--- src/sv/bar_pkg.sv ---
// ---------------------------------------------------------------------------
// bar_pkg
// shared types and constants of the button auto-repeat block
// ---------------------------------------------------------------------------
package bar_pkg;

    localparam int MASK_W    = 16;  // button mask width
    localparam int SAMPLE_W  = 48;  // timestamp field width
    localparam int DUR_W     = 24;  // duration register width
    localparam int IDX_W     = 4;   // combo index width
    localparam int CFG_IDX_W = 8;   // configuration index width

    localparam logic [CFG_IDX_W-1:0] REG_LONG_PRESS   = 8'd0;
    localparam logic [CFG_IDX_W-1:0] REG_REPEAT       = 8'd1;
    localparam logic [CFG_IDX_W-1:0] REG_COMBO_FIRST  = 8'd2;
    localparam logic [CFG_IDX_W-1:0] REG_COMBO_SECOND = 8'd3;

    localparam logic [DUR_W-1:0] LONG_PRESS_RESET   = 24'd400000;
    localparam logic [DUR_W-1:0] REPEAT_RESET       = 24'd80000;
    localparam logic [IDX_W-1:0] COMBO_FIRST_RESET  = 4'd0;
    localparam logic [IDX_W-1:0] COMBO_SECOND_RESET = 4'd1;

    // timing settings seen by every lane
    typedef struct packed {
        logic [DUR_W-1:0] long_press_us;
        logic [DUR_W-1:0] repeat_us;
    } bar_cfg_t;

    // events one lane reports for one sample
    typedef struct packed {
        logic press;
        logic rep;
    } bar_evt_t;

endpackage

--- src/sv/bar_merge.sv ---
// ---------------------------------------------------------------------------
// bar_merge
// gathers lane events into the result word and holds it in the output register
// ---------------------------------------------------------------------------
module bar_merge
    import bar_pkg::*;
#(
    parameter int BUTTON_COUNT = 16
)
(
    input  logic                           clk,
    input  logic                           rst_n,
    input  logic                           load,
    input  logic                           suppressed,
    input  bar_evt_t [BUTTON_COUNT-1:0]    evt,
    output logic                           slot_free,
    output logic                           m_tvalid,
    input  logic                           m_tready,
    output logic [2*MASK_W-1:0]            m_tdata,
    output logic [0:0]                     m_tuser
);

    logic [MASK_W-1:0]   press_mask;
    logic [MASK_W-1:0]   repeat_mask;
    logic                valid_reg, valid_next;
    logic [2*MASK_W-1:0] data_reg;
    logic                supp_reg;

    // lanes past the mask width never report
    for (genvar i = 0; i < MASK_W; i++)
    begin : g_bit
        if (i < BUTTON_COUNT)
        begin : g_lane
            assign press_mask[i]  = evt[i].press;
            assign repeat_mask[i] = evt[i].rep;
        end
        else
        begin : g_none
            assign press_mask[i]  = 1'b0;
            assign repeat_mask[i] = 1'b0;
        end
    end

    assign slot_free = !valid_reg || m_tready;

    always_comb
    begin
        valid_next = valid_reg;
        if (load)
            valid_next = 1'b1;
        else if (m_tready)
            valid_next = 1'b0;
    end

    always_ff @(posedge clk or negedge rst_n)
    begin
        if (!rst_n)
            valid_reg <= 1'b0;
        else
            valid_reg <= valid_next;
    end

    always_ff @(posedge clk)
    begin
        if (load)
        begin
            data_reg <= {repeat_mask, press_mask};
            supp_reg <= suppressed;
        end
    end

    assign m_tvalid   = valid_reg;
    assign m_tdata    = data_reg;
    assign m_tuser[0] = supp_reg;

endmodule

--- config.mk ---
export PLATFORM = sky130hd
export DESIGN_NAME = bar_merge
export DESIGN_NICKNAME = d
export VERILOG_FILES = /design/src/sv/bar_pkg.sv /design/src/sv/bar_merge.sv
export SDC_FILE = /design/constraint.sdc
export NUM_CORES = 1
export LEC_CHECK = 0
export ABC_AREA = 1
export BUFFER_PORTS_ARGS = -buffer_cell sky130_fd_sc_hd__buf_2
export CAP_MARGIN = 30
export CORE_MARGIN = 4
export CORE_UTILIZATION = 35
export CTS_CLUSTER_DIAMETER = 50
export CTS_CLUSTER_SIZE = 30
export DETAILED_ROUTE_END_ITERATION = 10
export PLACE_DENSITY = 0.79
export SYNTH_ARGS = -nofsm -noshare
export SYNTH_HDL_FRONTEND = slang
export SYNTH_SLANG_ARGS = --single-unit
--- constraint.sdc ---
create_clock -name clk -period 0.8 [get_ports clk]
set_clock_uncertainty 0.1 [all_clocks]
set_input_delay 0.04 -clock clk [delete_from_list [all_inputs] [get_ports clk]]
set_output_delay 0.04 -clock clk [all_outputs]
set_load 0.02 [all_outputs]
* Word-level counts from Yosys, hierarchy flattened
Cells that the tools add are included.
** Word-level totals
- Register bits :: 34
- Bits in latches :: 0
- RAM bits :: 0
- Bits in read-only memories :: 0
- Input port bits :: 37
- Output and inout port bits :: 35
- Logic and storage cells :: 8
- Memories :: 0
** Cells by class
- Add/subtract/negate cells :: 0
- Multipliers :: 0
- Div/mod/pow operators :: 0
- Magnitude comparators :: 0
- Eq/ne operators :: 0
- Shift-type cells :: 0
- Muxes and demuxes :: 2
- Bitwise logic cells :: 0
- Reductions and logical operators :: 3
** Operator list (number)
- $mux 1 :: 2
- $reduce_bool 2->1 :: 1
- $logic_not 1->1 :: 1
- $logic_or 1x1->1 :: 1

* Logic depth before layout (Yosys ltp)
- Depth in word-level cells :: 2
- Mapped depth :: 3
- Gate-level depth less buffers :: 3

* Least setup slack after synthesis
Ideal clock, no wire load.
- Path type :: reg2reg
- Start point :: register, netlist name m_tvalid
- End point :: register valid_reg, in the netlist m_tvalid
- Setup time :: 0.122 ns
- Arrival :: 0.654 ns
- Setup slack :: -0.076 ns
- Stages on the path, launching flop included :: 3
- Path buffers :: 0
- Period minus slack after synthesis :: 0.876 ns
- Cells stage by stage :: dfrtp_1 nand2_2 nand2_2
** RTL lines
- end signal, assigned :: RTL line bar_merge.sv:60 : valid_reg <= valid_next;
- end, declared :: RTL line bar_merge.sv:25 : logic valid_reg, valid_next;

* Worst setup path after layout
- Start point :: register valid_reg, in the netlist m_tvalid
- End point :: output port slot_free
** Between the ends
- Word-level cells in the longest chain between the ends :: 2
** RTL lines
- $logic_not 1->1 :: RTL line bar_merge.sv:44 : assign slot_free = !valid_reg || m_tready;
- $logic_or 1x1->1 :: RTL line bar_merge.sv:44
- end, declared :: RTL line bar_merge.sv:16 : output logic slot_free,
Every way passes these cells.

==> results by group <==
Worst hold path
  • Hold Crit Depth: 5
  • HP Class: in -> reg

Floorplan
  • Initial Util: 37.2%
  • Die extent in y: 62.4 µm
  • IO Count: 72
  • Core Region: 2780 µm²
  • Chip Width: 62.4 µm
  • Std cell rows: 19
  • Full die area: 3890 µm²

Synthesis
  • Compound-Gate Fraction of Synth Area: 0%
  • Post-Synth Adder-Cell Area: 0%
  • Top-area cell type share of the netlist area: a little over nine tenths
  • Synth warn: 0
  • Synth Cell Area: 1040 µm²
  • Largest family of logic cells by synthesized area: simple AND/OR/NAND/NOR gates
  • Post-Synth Simple-Gate Area: between 1 and 1.5%
  • Cell count after synthesis: 38
  • Top cells by area, synth: edfxtp_1 96%, dfrtp_1 2.4%, nand2_2 1.2%
  • Cell variety after synth: 4
  • Cell taking the most area after synthesis: edfxtp_1
  • Syn Area/Cell: 27.3 µm²
  • Sequential element share of the synthesized area: 98.1%
  • Xor/xnor cell area share of the yosys netlist: 0%
  • Flops & latches, synth: 34
  • Multiplexer share of the synthesized area: 0%
  • Syn nets: 75

Layout
  • Final nets: 191
  • Share of cells above drive strength 1: 54.8%
  • Final std cells w/o fill: 186
  • Post-layout util: 76.2%
  • Design area: 2120 µm²
  • Ant. Diodes: 0
  • Fill count: 164
  • Area grow syn2layout: 105%
  • Most frequent cells in the layout: 43 x buf_2, 35 x dlygate4sd3_1, 33 x edfxtp_1
  • Multi-input combinational cell area: 17.5 µm²
  • Register area: around 1000 µm²
  • Commonest non-fill, non-tap cell in the layout: buf_2

Drt
  • WL final: between 3 and 4 mm
  • # DRC: 0
  • Vias per inst: 4.45
  • Initial DRT Pass Iterations: 4
  • DR vias: 827
  • Drt wl/cell: 16.6 µm
  • Post-DRT Antenna Nets: 0
  • Initial drt markers: 29

STA
  • Min cycle time layout: 1120 ps
  • WHS: -12.5 ps
  • Setup violators final: 36
  • Highest Clock Rate: 890 MHz
  • Slew @ Worst Pin: between 100 and 150 ps
  • RSZ-0062 raised after global routing: true
  • Slew Limit Fails: 0
  • Period utilization: 140%
  • Worst Slack Setup Final: -323 ps
  • Worst rel slew slack: 92.2%
  • Fin. Hold Viols: 1

Worst setup path
  • Critical Path End Type: primary output
  • CP max FO: 2
  • Worst path required time: approximately 660 ps
  • Crit path launch type: flip-flop
  • Worst Reg2Reg Path Length in Cells: 3
  • Worst setup path class: reg -> out
  • Crit path arrival time: 980 ps

Clocking
  • CTS max path bufs: 2
  • Worst-Skew Late Latency: 330 ps
  • TritonCTS buffer count: 5
  • Root buf cell: clkbuf_4
  • Post-CTS Hold Fix Bufs: 35
  • CTS Sinks: 34
  • CTS clk-pin slew, worst paths: around 110 ps
  • CTS tree: built
  • H-tree depth: 2

Placement
  • Dpl cells: 142
  • IO Port Bufs: between 70 and 80
  • GPL Wtd Cong: between 0.6 and 0.7
  • Placed cell areas: 1480 µm²

Global route
  • Number of global-route vias before repair: around 940
  • Pin count of the biggest net entering global routing: 22
  • Initial antenna violation count: 0
  • Gr usage total: 15.9%
  • Grt total ovfl: 0
  • Global-route wire length before repair: between 4 and 5 mm

Pwr
  • Leak pwr: 0.919 nW
  • PwrDens: 2140 nW/µm²
  • Worst vdd ir: 0.00211 V
  • Total power: between 0.004 and 0.005 W

Outcome
  • Failing checks: hold timing, setup timing
  • Status: finished, violations left

Flow run
  • Number of max-cap violations: 0
## per-layer routing
layer | routed length (µm) | part of all wire (%) | GRT usage (%) | vias up
li1 | - | - | - | 381
met1 | 1090 | 35 | 17.0 | 382
met2 | 1510 | 49 | 25.9 | 57
met3 | 439 | 14 | 8.45 | 7
met4 | 62 | 2.0 | 7.16 | 0
met5 | 0 | 0 | 0 | -
## power by group
part | total [W] | internal (W) | switching, W
Clock | 0.00162 | 0.00106 | 0.000556
Combinational | 0.000752 | 0.000417 | 0.000335
Sequential | 0.00218 | 0.00211 | 0.0000663
Total | 0.00454 | 0.00359 | 0.000958
## area by class of cell
class                      instances  area share, %
clock buffer                       6           2.42
sequential                        34           48.0
multi-input combinational          2          0.826
timing repair buffer             109           43.8
tap                               31           1.83
inverter                           2          0.354
clock inverter                     2           2.83
## cells in the mapped netlist (all sizes together)
| cell | number |
|---|---|
| edfxtp | 33 |
| nand2 | 2 |
| dfrtp | 1 |
| inv | 2 |
## per-stage QoR
stage / setup WS (ps) / TNS, ps
2_1_floorplan: -13.9 / -13.9
3_3_place_gp: 50.1 / 0
3_5_place_dp: 35.7 / 0
4_1_cts: -305 / -7890
5_1_grt: -371 / -9370
6_report: -323 / -7630
## logic make-up (layout without fill, tap and decap cells)
| kind of cell | Yosys count | in the layout |
|---|---|---|
| buf+inv | 2 | 119 |
| flops | 34 | 34 |
| simple gates | 2 | 2 |
## final timing paths
| path | startpoint | endpoint | slack [ps] |
|---|---|---|---|
| max in group asynchronous | rst_n | m_tvalid | 20 |
| min in group asynchronous | rst_n | m_tvalid | 460 |
| min reg2reg | m_tvalid | m_tvalid | 590 |
| min | m_tready | m_tvalid | -10 |
| max reg2reg | m_tvalid | m_tvalid | -80 |
| max | m_tvalid | slot_free | -320 |
## critical path: stages (launching register included)
cell and delay (ps):
dfrtp_2 450, nand2_4 80, buf_6 110
## flip-flops by register name (all words and copies together) (netlist names)
register / cells
m_tuser: 1
m_tvalid: 1
m_tdata: 32
## repair_timing
action | 4_1_cts | 5_1_grt
endpoints found under the setup margin | 35 | 35
buffers inserted | 0 | 1
pin swaps | 0 | 1
hold endpoints to repair | 35 | 1
resized for setup | 22 | 34
cloned | 0 | 0
(Power assumes the default switching activity.)
