==> src/sv/bar_pkg.sv <==
// ---------------------------------------------------------------------------
// bar_pkg
// shared types and constants of the button auto-repeat block
// ---------------------------------------------------------------------------
package bar_pkg;

    localparam int MASK_W    = 16;  // button mask width
    localparam int SAMPLE_W  = 48;  // timestamp field width
    localparam int DUR_W     = 24;  // duration register width
    localparam int IDX_W     = 4;   // combo index width
    localparam int CFG_IDX_W = 8;   // configuration index width

    localparam logic [CFG_IDX_W-1:0] REG_LONG_PRESS   = 8'd0;
    localparam logic [CFG_IDX_W-1:0] REG_REPEAT       = 8'd1;
    localparam logic [CFG_IDX_W-1:0] REG_COMBO_FIRST  = 8'd2;
    localparam logic [CFG_IDX_W-1:0] REG_COMBO_SECOND = 8'd3;

    localparam logic [DUR_W-1:0] LONG_PRESS_RESET   = 24'd400000;
    localparam logic [DUR_W-1:0] REPEAT_RESET       = 24'd80000;
    localparam logic [IDX_W-1:0] COMBO_FIRST_RESET  = 4'd0;
    localparam logic [IDX_W-1:0] COMBO_SECOND_RESET = 4'd1;

    // timing settings seen by every lane
    typedef struct packed {
        logic [DUR_W-1:0] long_press_us;
        logic [DUR_W-1:0] repeat_us;
    } bar_cfg_t;

    // events one lane reports for one sample
    typedef struct packed {
        logic press;
        logic rep;
    } bar_evt_t;

endpackage

==> src/sv/bar_lane.sv <==
// ---------------------------------------------------------------------------
// bar_lane
// press / long-press / repeat tracker of one button
// ---------------------------------------------------------------------------
module bar_lane
    import bar_pkg::*;
#(
    parameter int TIME_WIDTH = 48
)
(
    input  logic                  clk,
    input  logic                  rst_n,
    input  logic                  en,      // sample accepted and not suppressed
    input  logic                  down,
    input  logic [TIME_WIDTH-1:0] t,
    input  bar_cfg_t              cfg,
    output bar_evt_t              evt
);

    logic                  held_reg, held_next;
    logic                  long_reg, long_next;
    logic [TIME_WIDTH-1:0] press_time_reg, press_time_next;
    logic [TIME_WIDTH-1:0] last_fire_reg, last_fire_next;

    logic [TIME_WIDTH-1:0] base;
    logic [TIME_WIDTH-1:0] dur;
    logic [TIME_WIDTH-1:0] diff;
    logic                  later;

    // one shared subtract: repeat mode compares against last fire, else press time
    assign base  = long_reg ? last_fire_reg : press_time_reg;
    assign dur   = {{(TIME_WIDTH-DUR_W){1'b0}}, (long_reg ? cfg.repeat_us : cfg.long_press_us)};
    assign diff  = t - base;
    assign later = (t > base) && (diff > dur);

    always_comb
    begin
        held_next       = held_reg;
        long_next       = long_reg;
        press_time_next = press_time_reg;
        last_fire_next  = last_fire_reg;
        evt             = '0;
        if (en)
        begin
            if (!down)
            begin
                held_next = 1'b0;
                long_next = 1'b0;
            end
            else if (!held_reg)
            begin
                held_next       = 1'b1;
                press_time_next = t;
                evt.press       = 1'b1;
            end
            else if (long_reg)
            begin
                if (later)
                begin
                    last_fire_next = t;
                    evt.rep        = 1'b1;
                end
            end
            else if (later)
            begin
                long_next      = 1'b1;
                last_fire_next = press_time_reg;
            end
        end
    end

    always_ff @(posedge clk or negedge rst_n)
    begin
        if (!rst_n)
        begin
            held_reg <= 1'b0;
            long_reg <= 1'b0;
        end
        else
        begin
            held_reg <= held_next;
            long_reg <= long_next;
        end
    end

    always_ff @(posedge clk)
    begin
        press_time_reg <= press_time_next;
        last_fire_reg  <= last_fire_next;
    end

endmodule

==> config.mk <==
export PLATFORM = sky130hd
export DESIGN_NAME = bar_lane
export DESIGN_NICKNAME = d
export VERILOG_FILES = /design/src/sv/bar_pkg.sv /design/src/sv/bar_lane.sv
export SDC_FILE = /design/constraint.sdc
export NUM_CORES = 1
export LEC_CHECK = 0
export BUFFER_PORTS_ARGS = -buffer_cell sky130_fd_sc_hd__buf_2
export CAP_MARGIN = 20
export CORE_MARGIN = 8
export CORE_UTILIZATION = 66
export CTS_BUF_LIST = sky130_fd_sc_hd__clkbuf_8
export CTS_CLUSTER_DIAMETER = 30
export DETAILED_ROUTE_END_ITERATION = 6
export PLACE_DENSITY = 0.87
export SKIP_CTS_REPAIR_TIMING = 1
export SYNTH_ARGS = -nofsm -noshare
export SYNTH_HDL_FRONTEND = slang
export SYNTH_SLANG_ARGS = --single-unit
==> constraint.sdc <==
create_clock -name clk -period 17.9 [get_ports clk]
set_clock_uncertainty 0.2 [all_clocks]
set_input_delay 1.79 -clock clk [delete_from_list [all_inputs] [get_ports clk]]
set_output_delay 1.79 -clock clk [all_outputs]
set_load 0.05 [all_outputs]
# Word-level counts from Yosys, hierarchy flattened
# Index checks and enable logic that the tools add are counted.
# op_classes
add_sub_neg	1
order_cmp	2
eq_ne	1
muxes	15
bitwise_logic	1
n_reduce_logical	4
# op_table
operator	n
48-bit 2-to-1 mux	4
48-bit by 24-bit greater-than comparator with 1-bit output	1
48-bit greater-than comparator	1
48-bit subtractor	1
24-bit 2-to-1 mux	1
1-bit 2-to-1 mux	8
2-bit 2-to-1 mux	2
4-bit AND reduction	1
3-bit AND reduction	1
2-bit by 1-bit inequality test with 1-bit output (second input constant)	1
2-bit AND reduction	1
1-bit logical AND	1
1-bit inverter	1
# totals
ff_bits	98
elab_cells	28

# Logic depth before layout (Yosys ltp)
# logic_depth
word_depth	9
mapped_depth	26
mapped_depth_nobuf	23

# Least setup slack after synthesis
# OpenSTA, ideal clock, no wires.
# synth_path
path_type	input-to-output
from	input port t[0]
to	output port evt[0] (netlist name)
arrival_time_ns	5.899
t_required_ns	15.910
path_slack_ns	10.011
cell_stages	20
path_buffers	0
cell_sequence	inv_1 > ha_1 > inv_1 > fa_1 > a21o_1 > a221oi_2 > o31a_2 > o41ai_4 > nand2b_1 > xnor2_1 > ha_1 > nand4_1 > nor3_1 > nand2b_1 > a221o_1 > nand3_1 > and4b_1 > nand4_1 > o31ai_2 > nor3_1
# synth_lines
item	line_no	rtl
from (decl)	bar_lane.sv:15	input logic [TIME_WIDTH-1:0] t,
to (decl)	bar_lane.sv:17	output bar_evt_t evt

==> key figures <==
Power and ir drop
  – Combinational power share: 36.2%
  – Sequential power share: 42.9%
  – Switch share: 35.7%
  – Internal power: around 0.00040 W
  – Psw: 0.000222 W
  – Design Power: 0.000621 W
  – Pwr Density: 70.0 nW/µm²
  – Lkg Pwr: 3.32 nW
  – VDD IR max: 0.0542 mV
  – Clock power frac: 21.0%

Clocking
  – Clock root buffer: clkbuf_8
  – H-tree levels: 3
  – Clk_lat worst skew: 390 ps
  – Clk buf depth: 2
  – TritonCTS buffer count: 9
  – Clock transition at path regs: approximately 90 ps
  – Sink Count: 98
  – CTS tree: yes

GRT
  – Number of antenna violations at the first check in global routing: 0
  – Largest net degree at the start of global routing: 67
  – Total track usage: 27.7%
  – Global-route wire length before repair: 35,900 µm
  – Global route overflow: 0
  – Vias in the first global route: roughly 7,100

Synthesis
  – Part of the Yosys area used for sequential elements: 36.0%
  – Synth cell types: 69
  – Post-Synthesis Cells: a little over 800
  – Post-synthesis register bit count: between 90 and 100
  – Mapped Nets: roughly 980
  – Synth top area share: between 30 and 40%
  – Synth async-reset ratio: 2.04%
  – Post-synth EDFFs: 96
  – Cell type with the largest total area after synthesis: edfxtp_1
  – Most used DFF post-synth: edfxtp_1
  – Post-Syn Area: 8140 µm²
  – Mapped Avg Cell Area: between 10 and 15 µm²
  – Ranking of synthesized cells by area: edfxtp_1 35%, ha_1 11%, mux2i_1 9.1%
  – YS warnings: 0

Routing
  – Pre-antenna DRT Iters: 5
  – Vias per cell: approximately 6.7
  – Drt drc: 0
  – First DRT Iteration DRCs: about 520
  – Routed wire length: between 20,000 and 25,000 µm
  – Drt wl/cell: 21.4 µm
  – Vias: around 7,000
  – Post-DRT Antenna Nets: 0

Timing
  – Worst-margin pin slew: between 1000 and 1500 ps
  – Final Hold Viols: 0
  – Fmax: ~0.11 GHz
  – Period utilisation layout: between 50% and 60%
  – Final setup viols: 0
  – Max-slew headroom: 29.7%
  – Post-route minimum period: 8990 ps
  – Max-slew violation count: 0
  – Unrepaired setup endpoints after global routing: false
  – Setup tns final: 0 ps

Floorplan
  – Core Box Area: 12,000 µm²
  – Initial Utilization: 67.7%
  – Die Ht: 127 µm
  – Site row count: 40
  – Die W: between 100 and 150 µm
  – I/O pin cnt: 102
  – Die ar.: 16,100 µm²

Worst setup path
  – Top cell by count, worst path: nand2_1
  – Setup crit start kind: flip-flop
  – FF-to-FF End: last_fire_reg[28]
  – CP Max Fanout: 66
  – Crit path cell chain: buf_4, nand2_1, nand2_1, ha_1, inv_1, fa_1, a21o_1, a21oi_1, a2bb2oi_1, nand2_1, a31oi_1, xnor2_1, ha_1, nand4_1, nor4_1, a21oi_1, nor4_1, nand3_1, and4b_1, nand4_1, o31ai_2, nor3_1, buf_2
  – Bufs and invs on worst path: 3
  – Register-to-Register Path Depth: 23
  – Slowest stage delay, CP: 950 ps
  – WP data required: 15,910 ps
  – Setup CP Type: reg -> out
  – Worst reg2reg path startpoint: long_reg
  – Cell family contributing the most delay on the critical path: simple AND/OR/NAND/NOR gates
  – Highest-delay cell along the critical path: dfrtp_4
  – CP Data Arrival Time: approximately 7000 ps
  – R2R setup slack: roughly 11,000 ps
  – Element type at the critical path end: output port

Finish
  – Most frequent cells in the layout: 101 x buf_2, 96 x edfxtp_1, 76 x a21oi_1, 74 x mux2i_1, 72 x ha_1
  – Nets: between 1,000 and 1,500
  – Syn-to-layout area delta: 8.98%
  – Non-filler cells, final: 1,040
  – Share of post-route cells with drive strength above 1: 21.3%
  – Most common cell after layout, fill and taps aside: buf_2
  – Ant diodes: 0

Worst hold path
  – WHS Path Cells: 1
  – HP Class: reg -> reg
  – Worst hold start: press_time_reg[29]
  – Hold-critical path endpoint: last_fire_reg[29]

Run status
  – Status: complete, no violations

Place
  – Detail Placement HPWL: 17,500 µm
  – GP Congestion: 0.955
  – DP Cell Count: approximately 1,000
  – PortBufs: 101

Run
  – Max_cap viols: 0
synth_stat cells, types with 3 or more instances:
library cell	number
a2111oi_0	6
a211oi_1	4
a21o_1	21
a21oi_1	76
a221oi_1	5
a221oi_2	3
a2bb2oi_1	3
a31oi_1	8
and3_1	5
buf_1	4
buf_2	4
clkbuf_1	25
edfxtp_1	96
ha_1	72
inv_1	20
mux2_2	49
mux2i_1	74
nand2_1	67
nand2b_1	5
nand3_1	16
nand4_1	26
nor2_1	47
nor3_1	10
nor4_1	4
o211ai_1	6
o21a_1	5
o21ai_0	50
o21bai_1	4
o221ai_1	4
or3_1	10
xnor2_1	17
xor2_1	13
layout make-up:
class / count / area [µm²]
multi-input combinational: 655 / 4980
fill: 857 / 3140
sequential: 98 / 2940
timing repair buffer: 104 / 528
tap: 147 / 184
clock buffer: 9 / 124
inverter: 20 / 75.1
clock inverter: 7 / 42.5
cell families (layout without fill, tap and decap cells):
group,after synthesis,after routing,synth area share (%)
compound gates,223,223,18.2
flops,98,98,36.0
xor+xnor,30,30,3.23
buf+inv,57,140,2.97
mux,123,123,15.9
fa+ha+maj,73,73,11.3
simple gates,206,206,12.3
power groups by stage:
stage               Combinational [W]  Sequential (W)  Clock, W
floorplan                    0.000159        0.000268         0
global placement             0.000211        0.000271         0
detailed placement           0.000218        0.000271         0
CTS                          0.000220        0.000266  0.000133
global route                 0.000246        0.000267  0.000139
finish                       0.000224        0.000266  0.000130
worst register-to-register path, cell delays in order, from the launching register on:
cell and delay, ps:
dfrtp_4 950, buf_4 870, nand2_1 130, nand2_1 110, ha_1 160, inv_1 60
fa_1 410, a21o_1 210, a21oi_1 270, a2bb2oi_1 410, nand2_1 210, a21oi_1 210
xnor2_1 110, ha_1 310, nand4_1 80, nor3_1 260, nand2b_1 100, a221o_1 310
nand3_1 100, and4b_1 200, nand4_1 100, o31ai_2 130, nor2_4 640, buf_4 470
through the flow:
step	util (%)	area (µm²)	setup WS [ps]	hold WS, ps
after global placement	72.4	8700	9760	351
after detailed placement	72.4	8700	9480	372
after global routing	73.8	8870	8370	407
final	73.8	8870	8910	386
after CTS	73.8	8870	8980	389
after floorplan	-	8140	10010	318
worst max-delay path by stage:
stage	startpoint	to	slack, ps	cells past startpoint
final	long_reg	evt[0]	8910	23
after detailed placement	long_reg	evt[0]	9480	21
after global routing	long_reg	evt[0]	8370	20
after CTS	long_reg	evt[0]	8980	21
after floorplan	t[0]	evt[0]	10010	20
after global placement	t[0]	evt[0]	9760	22
per-layer routing:
metal  part of all wire [%]  track usage [%]  vias up
met4                    3.8             13.2        0
li1                       -                -     3290
met3                    6.2             5.95       70
met5                      0                0        -
met1                     42             33.1     3297
met2                     48             46.6      301
(Power assumes the default switching activity.)
